**src/sios_pkg.sv**
```systemverilog
package sios_pkg;

  // Item mode codes on the input channel.
  localparam logic [1:0] MODE_LOAD  = 2'd0;
  localparam logic [1:0] MODE_QUERY = 2'd1;
  localparam logic [1:0] MODE_CLEAR = 2'd2;

  // Field widths of one reference or query interval, and the overlap count width.
  localparam int unsigned SEQ_W = 12;
  localparam int unsigned POS_W = 32;
  localparam int unsigned CNT_W = 32;
  localparam int unsigned ENT_W = SEQ_W + 2 * POS_W;

  // Controller states.
  typedef enum logic {
    ST_IDLE,
    ST_SWEEP
  } state_t;

  // Commands from the controller to the datapath.
  typedef struct packed {
    logic load;
    logic clear;
    logic start;
    logic advance;
    logic emit;
  } cmd_t;

  // Status from the datapath to the controller.
  typedef struct packed {
    logic mode_load;
    logic mode_clear;
    logic mode_query;
    logic skip;
    logic slot_free;
  } sts_t;

endpackage

```
**src/sios_ctrl.sv**
```systemverilog
module sios_ctrl (
  input  logic          clk,
  input  logic          rst,
  input  logic          in_valid,
  output logic          in_ready,
  input  sios_pkg::sts_t sts,
  output sios_pkg::cmd_t cmd
);

  sios_pkg::state_t state;
  sios_pkg::state_t state_next;

  // State register.
  always_ff @(posedge clk) begin
    if (rst) begin
      state <= sios_pkg::ST_IDLE;
    end else begin
      state <= state_next;
    end
  end

  // Next state: a query starts a sweep, which ends once its result is stored.
  always_comb begin
    state_next = state;
    case (state)
      sios_pkg::ST_IDLE: begin
        if (in_valid && sts.mode_query) begin
          state_next = sios_pkg::ST_SWEEP;
        end
      end
      sios_pkg::ST_SWEEP: begin
        if (!sts.skip && sts.slot_free) begin
          state_next = sios_pkg::ST_IDLE;
        end
      end
      default: state_next = sios_pkg::ST_IDLE;
    endcase
  end

  // Outputs: handshake and datapath commands.
  always_comb begin
    in_ready = 1'b0;
    cmd      = '0;
    case (state)
      sios_pkg::ST_IDLE: begin
        in_ready  = 1'b1;
        cmd.load  = in_valid && sts.mode_load;
        cmd.clear = in_valid && sts.mode_clear;
        cmd.start = in_valid && sts.mode_query;
      end
      sios_pkg::ST_SWEEP: begin
        cmd.advance = sts.skip;
        cmd.emit    = !sts.skip && sts.slot_free;
      end
      default: begin
        in_ready = 1'b0;
      end
    endcase
  end

endmodule

```
**config.mk**
```make
export PLATFORM = sky130hd
export DESIGN_NAME = sios_ctrl
export DESIGN_NICKNAME = d
export VERILOG_FILES = /design/src/sios_pkg.sv /design/src/sios_ctrl.sv
export SDC_FILE = /design/constraint.sdc
export NUM_CORES = 1
export LEC_CHECK = 0
export BUFFER_PORTS_ARGS = -buffer_cell sky130_fd_sc_hd__buf_2
export CAP_MARGIN = 40
export CORE_AREA = 3 3 40 42
export CTS_CLUSTER_DIAMETER = 200
export CTS_CLUSTER_SIZE = 30
export DETAILED_ROUTE_END_ITERATION = 7
export DIE_AREA = 0 0 43 45
export HOLD_SLACK_MARGIN = 0.08
export PLACE_DENSITY_LB_ADDON = 0.12
export SLEW_MARGIN = 20
export SYNTH_ARGS = -nofsm -noshare
export SYNTH_HDL_FRONTEND = slang
export SYNTH_SLANG_ARGS = --single-unit
```
**constraint.sdc**
```tcl
create_clock -name clk -period 1.1 [get_ports clk]
set_input_delay 0.11 -clock clk [delete_from_list [all_inputs] [get_ports clk]]
set_output_delay 0.11 -clock clk [all_outputs]
set_load 0.01 [all_outputs]
```
# ---- Word level (Yosys, flattened, before mapping)
# Cells that the tools add are included.
dict set report totals {
  regBits 1
  inputBits 8
  wordCells 13
}
dict set report op_classes {
  mux 6
  n_bitwise 1
  reduce_logical 5
}
# operator n
set op_table {}
lappend op_table {{logical AND 1 bit} 4}
lappend op_table {{two-way mux 1 bit} 3}
lappend op_table {{two-way mux 3 bit} 1}
lappend op_table {{two-way mux 2 bit} 1}
lappend op_table {{one-hot mux 1 bit (2 select lines)} 1}
lappend op_table {{zero test 1 bit} 1}
lappend op_table {{inverter 1 bit} 1}

# ---- Logic depth before layout (Yosys ltp)
# Gate-level depths: netlist of run 1.
dict set report logic_depth {
  word_depth 4
  ltp_mapped 2
}

# ---- Worst setup path before layout of run 1
# No wires, ideal clock.
dict set report synth_path {
  path_type {register -> output}
  startpoint {reg state}
  endpoint {out cmd[2] (netlist bit)}
  arrival_ns 0.598
  required_ns 0.990
  path_slack_ns 0.392
  path_stages_with_launch 3
  cell_sequence {dfxtp_1 > inv_2 > and3_2}
}
# element line_no
set synth_lines {}
lappend synth_lines {{start, declared} sios_ctrl.sv:10} ;# sios_pkg::state_t state;
lappend synth_lines {{start signal, assigned} sios_ctrl.sv:16} ;# state <= sios_pkg::ST_IDLE;
lappend synth_lines {{start signal, assigned} sios_ctrl.sv:18} ;# state <= state_next;
lappend synth_lines {{end, declared} sios_ctrl.sv:7} ;# output sios_pkg::cmd_t cmd

==> results.yml, run 1 <==
clock_network:
  cts_resized: 0
  clk_latency_ns: 0
  path_clk_slew_ns: 0
  postCtsSetupBuffers: 0
  ctsHoldBuffers: 0
timing:
  slew_headroom_pct: 87.8
  period_minus_slack_ns: 0.844
  hold_viol: 0
  finalCritPeriodShare_pct: 76.7
  setup_viol: 0
  rsz0062_at_grt: "no"
  tightest_slew_ns: 0.183
  finalMaxSlewViolations: 0
  fmax_mhz: 1180
  tns_ns: 0
  whs_ns: 0.315
  fin_skew_ns: 0
floorplanning:
  io_pins: 14
  start_util_pct: 7.11
  core-area_um2: 1280
  die-area_um2: 1940
  die_width_um: 43
  die_y_um: 45
  rows: 13
global_route:
  grt_use_met1_pct: 5.25
  grt.busiest_layer: "met1"
  met3_usage_pct: 0.398
  grt_pass1_wl_um: 496
  grt_max_degree: 6
  use_met2_pct: 4.79
  grtUsageTotal_pct: 3.24
  antenna_found_initial: 0
  overflow: 0
  first_global_vias: 118
synthesis:
  syn_area_um2: 91.3
  synth_nets: 18
  ys_ff_latch: 1
  synth_cells: 10
  seq_area_frac_synth_pct: 21.9
  ys_types: 7
  syn_area_per_cell_um2: 9.13
  synth_warnings: 0
job:
  max-cap-violations: 0
cells_and_area:
  largest_register_ffs: 1
  stdcell_count: 38
  area_delta_synth_final_pct: 91.8
  largest-register: "state"
  drive_gt1_share_pct: 87.0
  antenna_cells: 0
  nNetsFinal: 33
  largest_registers: "state (1)"
critical_path:
  cp_max_fo: 5
  reg2reg_slack_ns: 0.37
  max_stage_delay_ns: 0.36
  reg2regPathDepth: 2
  rr_startpoint: "state"
  startpoint: "state"
  regToRegEndpoint: "state"
  critPathKind: "reg2out"
  start_kind: "flip-flop"
  cp-end-kind: "output port"
  critPathRequiredTime_ns: 0.99
  worstSetupEndpoint: "cmd[2]"
  arrival_ns: 0.73
  crit_chain: "inv_2 > and3_2 > buf_2"
  crit_slowest_cell: "dfxtp_1"
pwr:
  p_leak_nw: 0.0960
  power_density_nw_per_um2: 540
  ir_drop_mv: 0.131
detailed_routing:
  via_per_inst: 3.21
  dr_total_vias: 122
  wl_per_cell_um: 7.84
  dr.pass1.iters: 1
  drc_errors: 0
  ant_nets: 0
  wl_um: 298
  drtIter0Drc: 0
worst_hold_path:
  hp-class: "in2reg"
placement:
  dp.cells: 38
  gp_congestion: 0.610
  io_buffers: 13
status:
  status: "finished clean"
==> area by class of cell <==
type	count	area [um2]
Inverter	1	3.75
Fill cell	149	1110
Multi-Input combinational cell	8	67.6
Tap cell	15	18.8
Sequential cell	1	20.0
Timing Repair Buffer	13	65.1
==> cells by family (layout without fill, tap and decap cells) <==
family | after synthesis | count (layout) | share of synthesized area (%)
AOI/OAI and AO/OA | 1 | 1 | 13.7
and+or+nand+nor | 7 | 7 | 60.3
buffers and inverters | 1 | 14 | 4.11
DFF | 1 | 1 | 21.9
==> metrics by stage <==
| step | instance area (um2) | total power, W | util (%) | setup slack, ns |
|---|---|---|---|---|
| 4_1_cts | 175 | 0.0000955 | 13.6 | 0.249 |
| 3_3_place_gp | 175 | 0.0000945 | 13.6 | 0.272 |
| 2_1_floorplan | 91.3 | 0.0000675 | - | 0.392 |
| 3_5_place_dp | 175 | 0.0000955 | 13.6 | 0.247 |
| 6_report | 175 | 0.0000946 | 13.6 | 0.256 |
| 5_1_grt | 175 | 0.000102 | 13.6 | 0.201 |
==> layer usage <==
layer | up-vias | routed length [um]
met1 | 46 | 150
met2 | 14 | 91
li1 | 62 | -
met4 | 0 | 0
met3 | 0 | 57
met5 | - | 0
==> cells in the final DEF, fill, tap and decap left out <==
master / n
nand4bb_1: 1
nor2b_1: 1
and3_2: 3
and2_2: 2
o31ai_2: 1
inv_2: 1
dfxtp_1: 1
buf_2: 13
==> power breakdown <==
| group | internal, W | switching (W) |
|---|---|---|
| sequential | 0.0000399 | 0.00000292 |
| clock | 0 | 0 |
| combinational | 0.0000287 | 0.0000232 |
| total | 0.0000686 | 0.0000261 |
==> worst max-delay path, delay by kind of cell, from the launching register on <==
family / cells / cell delay [ns]
DFF: 1 / 0.36
and+or+nand+nor: 1 / 0.17
buffers and inverters: 2 / 0.20
==> cell usage after synthesis <==
cell / count / area (um2)
and2_2: 2 / 15.0
and3_2: 3 / 22.5
dfxtp_1: 1 / 20.0
inv_2: 1 / 3.75
nand4bb_1: 1 / 11.3
nor2b_1: 1 / 6.26
o31ai_2: 1 / 12.5
==> how the worst min path moves through the flow <==
| stage | endpoint | from | cells past startpoint | slack, ns |
|---|---|---|---|---|
| floorplan | state | rst | 1 | 0.20 |
| global placement | state | rst | 2 | 0.32 |
| detailed placement | state | rst | 2 | 0.32 |
| CTS | state | rst | 2 | 0.32 |
| global route | state | rst | 2 | 0.33 |
| finish | state | rst | 2 | 0.31 |
Note: power is estimated with default switching activity, not from simulation.
==> inputs of run 2 (changes only) <==
==> constraint.sdc (replaced) <==
create_clock -name clk -period 0.8 [get_ports clk]
set_input_delay 0.08 -clock clk [delete_from_list [all_inputs] [get_ports clk]]
set_output_delay 0.08 -clock clk [all_outputs]
set_load 0.01 [all_outputs]
==> results.yml, run 2 (same netlist as run 1, synthesis figures left out) <==
critical_path:
  cp_max_fo: 5
  cp-end-kind: "output port"
  reg2regPathDepth: 2
  critPathKind: "reg2out"
  arrival_ns: 0.68
  critPathRequiredTime_ns: 0.72
  start_kind: "flip-flop"
cells_and_area:
  largest-register: "state"
  layout_common_cells: "12 x buf_2, 3 x and3_2, 2 x and2_2"
  nNetsFinal: 33
  area_delta_synth_final_pct: 105
  final_common_cell: "buf_2"
  drive_gt1_share_pct: 91.3
  largest_register_ffs: 1
  largest_registers: "state (1)"
  antenna_cells: 0
  stdcell_area_um2: 188
  num-fill-cells: 149
floorplanning:
  rows: 13
  io_pins: 14
  start_util_pct: 7.11
  die_width_um: 43
  die_y_um: 45
  die-area_um2: 1940
  core-area_um2: 1280
global_route:
  first_global_vias: 118
  grtUsageTotal_pct: 3.24
  grt_pass1_wl_um: 496
  grt_max_degree: 6
  antenna_found_initial: 0
  overflow: 0
status:
  status: "finished clean"
timing:
  hold_viol: 0
  rsz0062_at_grt: "no"
  fin_skew_ns: 0
  finalCritPeriodShare_pct: 95.0
  fmax_mhz: 1320
  finalMaxSlewViolations: 0
  setup_viol: 0
  tightest_slew_ns: 0.183
  period_minus_slack_ns: 0.760
  slew_headroom_pct: 87.8
  tns_ns: 0
detailed_routing:
  wl_um: 308
  dr_total_vias: 122
  via_per_inst: 3.21
  wl_per_cell_um: 8.11
  dr.pass1.iters: 1
  drtIter0Drc: 0
  drc_errors: 0
  ant_nets: 0
pwr:
  ir_drop_mv: 0.108
  clkPwrFrac_pct: 0
  power_density_nw_per_um2: 727
  sw_frac_of_total_pct: 28.0
  combPwrFrac_pct: 56.2
  p_int_w: 0.0000983
  power_frac_seq_pct: 43.8
  p_switching_w: 0.0000382
  p_leak_nw: 0.0986
clock_network:
  clk_latency_ns: 0
  postCtsSetupBuffers: 0
  path_clk_slew_ns: 0
worst_hold_path:
  hp-class: "in2reg"
  hold_path_depth: 2
placement:
  dpl_cell_area_um2: 175
  io_buffers: 13
  gp_congestion: 0.610
job:
  max-cap-violations: 0
[run 2: changes by cell type in the layout (fill, tap and decap cells not counted)]
cell / previous run / this run
inv_2: 1 / 0
buf_6: 0 / 1
buf_2: 13 / 12
inv_4: 0 / 1
dfxtp_1: 1 / 0
dfxtp_4: 0 / 1
[run 2: worst paths after layout]
path                             from  slack, ns  endpoint
worst min-delay path              rst       0.28     state
worst min register to register  state       0.51     state
worst max-delay path            state       0.04    cmd[3]
worst max register to register  state       0.09     state
[run 2: per-stage QoR]
step | power (W) | utilization, % | instances | setup slack [ns] | hold WS (ns)
floorplan | 0.0000928 | - | 10 | 0.106 | 0.174
global placement | 0.000130 | 13.6 | 38 | 0.00163 | 0.289
detailed placement | 0.000131 | 13.6 | 38 | -0.0228 | 0.292
CTS | 0.000132 | 13.7 | 38 | 0.0263 | 0.282
global route | 0.000146 | 14.6 | 38 | 0.0138 | 0.293
finish | 0.000136 | 14.6 | 38 | 0.0403 | 0.277
[run 2: cell type report]
cell class | count | area [um2] | share of cell area, %
Timing Repair Buffer | 13 | 71.3 | 38.0
Inverter | 1 | 6.26 | 3.33
Multi-Input combinational cell | 8 | 67.6 | 36.0
Sequential cell | 1 | 23.8 | 12.7
Tap cell | 15 | 18.8 | 10.0
[run 2: per-layer routing]
layer / up-vias / share of wire [%] / track usage, %
li1: 63 / - / -
met4: 0 / 0 / 0
met2: 14 / 31 / 4.79
met5: - / 0 / 0
met1: 45 / 52 / 5.25
met3: 0 / 16 / 0.398
[run 2: power groups by stage]
stage | clock network, W | registers, W | logic, W
6_report | 0 | 0.0000598 | 0.0000766
5_1_grt | 0 | 0.0000608 | 0.0000856
4_1_cts | 0 | 0.0000598 | 0.0000724
3_5_place_dp | 0 | 0.0000590 | 0.0000723
3_3_place_gp | 0 | 0.0000585 | 0.0000715
2_1_floorplan | 0 | 0.0000575 | 0.0000353
[run 2: repair_timing]
action                                  CTS  global route
endpoints found under the setup margin    3             2
pin swaps                                 0             0
gates cloned                              0             0
hold buffers                              0             0
gates resized for setup                   1             3
[run 2: critical path, cell delays in order, from the launching register on]
cell and delay (ns):
dfxtp_4 0.35, inv_4 0.04, and3_2 0.16, buf_2 0.13
==> inputs of run 3 (changes only) <==
--- a/config.mk
+++ b/config.mk
@@ -7,6 +7,8 @@
 export LEC_CHECK = 0
 export BUFFER_PORTS_ARGS = -buffer_cell sky130_fd_sc_hd__buf_2
 export CAP_MARGIN = 40
+export CELL_PAD_IN_SITES_DETAIL_PLACEMENT = 1
+export CELL_PAD_IN_SITES_GLOBAL_PLACEMENT = 2
 export CORE_AREA = 3 3 40 42
 export CTS_CLUSTER_DIAMETER = 200
 export CTS_CLUSTER_SIZE = 30
==> results.yml, run 3 (same netlist as run 1, synthesis figures left out) <==
floorplanning:
  die-area_um2: 1940
  die_y_um: 45
  io_pins: 14
  core-area_um2: 1280
  start_util_pct: 7.11
  die_width_um: 43
  rows: 13
pwr:
  p_int_w: 0.0000983
  p_leak_nw: 0.0986
  p_switching_w: 0.0000389
  clkPwrFrac_pct: 0
  power_density_nw_per_um2: 731
  sw_frac_of_total_pct: 28.3
  ir_drop_mv: 0.170
  power_frac_seq_pct: 43.6
  combPwrFrac_pct: 56.4
detailed_routing:
  dr.pass1.iters: 1
  wl_per_cell_um: 8.68
  via_per_inst: 3.53
  drc_errors: 0
  wl_um: 330
  dr_total_vias: 134
  drtIter0Drc: 0
  ant_nets: 0
cells_and_area:
  largest_register_ffs: 1
  fin_util_pct: 14.6
  final_common_cell: "buf_2"
  num-fill-cells: 156
  area_delta_synth_final_pct: 105
  largest_registers: "state (1)"
  largest-register: "state"
  antenna_cells: 0
  layout_common_cells: "12 x buf_2, 3 x and3_2, 2 x and2_2"
  drive_gt1_share_pct: 91.3
  nNetsFinal: 33
timing:
  fmax_mhz: 1310
  fin_skew_ns: 0
  setup_viol: 0
  tightest_slew_ns: 0.213
  finalMaxSlewViolations: 0
  rsz0062_at_grt: "no"
  slew_headroom_pct: 85.8
  period_minus_slack_ns: 0.761
  finalCritPeriodShare_pct: 95.1
  whs_ns: 0.275
  hold_viol: 0
  tns_ns: 0
critical_path:
  start_kind: "flip-flop"
  arrival_ns: 0.68
  rr_startpoint: "state"
  cp_max_fo: 5
  critPathRequiredTime_ns: 0.72
  crit_chain: "inv_4 > and3_2 > buf_2"
  critPathKind: "reg2out"
  reg2reg_slack_ns: 0.11
  startpoint: "state"
  cp.buffers_inverters: 2
  path_delay_family: "flip-flops"
  cp-end-kind: "output port"
  crit_slowest_cell: "dfxtp_4"
  max_stage_delay_ns: 0.35
job:
  max-cap-violations: 0
clock_network:
  path_clk_slew_ns: 0
  cts_resized: 1
  ctsHoldBuffers: 0
  clk_latency_ns: 0
  postCtsSetupBuffers: 0
status:
  status: "finished clean"
global_route:
  overflow: 0
  grtUsageTotal_pct: 3.73
  grt_max_degree: 6
  antenna_found_initial: 0
  grt_pass1_wl_um: 593
  first_global_vias: 135
placement:
  gp_congestion: 0.633
  io_buffers: 13
worst_hold_path:
  hp-class: "in2reg"
  min_from: "rst"
run 3: cell counts in the layout (fill, tap and decap cells not counted):
Identical to the previous run, type by type.
run 3: power groups by stage:
stage,clock network [W],registers [W],logic [W]
CTS,0,0.0000603,0.0000738
global route,0,0.0000614,0.0000870
global placement,0,0.0000591,0.0000727
detailed placement,0,0.0000594,0.0000736
floorplan,0,0.0000575,0.0000353
finish,0,0.0000598,0.0000774
run 3: path summary, 6_finish.rpt:
path	cells past startpoint	to
setup / recovery	3	cmd[3]
hold / removal	2	state
setup reg to reg	2	state
hold reg to reg	2	state
run 3: final cells by class:
| class | instances | area, um2 | share of cell area, % |
|---|---|---|---|
| inverters | 1 | 6.26 | 3.33 |
| multi-input cells | 8 | 67.6 | 36.0 |
| flip-flops and latches | 1 | 23.8 | 12.7 |
| well taps | 15 | 18.8 | 10.0 |
| repair buffers | 13 | 71.3 | 38.0 |
run 3: layer usage:
layer | track usage [%] | share of wire [%] | up-vias | wire length (um)
met5 | 0 | 0 | - | 0
li1 | - | - | 63 | -
met4 | 0 | 0 | 0 | 0
met2 | 6.29 | 36 | 14 | 120
met3 | 1.20 | 19 | 0 | 64
met1 | 5.01 | 44 | 57 | 145
run 3: per-stage QoR:
stage,instances,total power (W),area (um2),setup WS [ns]
final,38,0.000137,188,0.0395
after global routing,38,0.000148,188,0.00132
after CTS,38,0.000134,176,0.0172
after detailed placement,38,0.000133,175,-0.0317
after global placement,38,0.000132,175,-0.0227
after floorplan,10,0.0000928,91.3,0.106
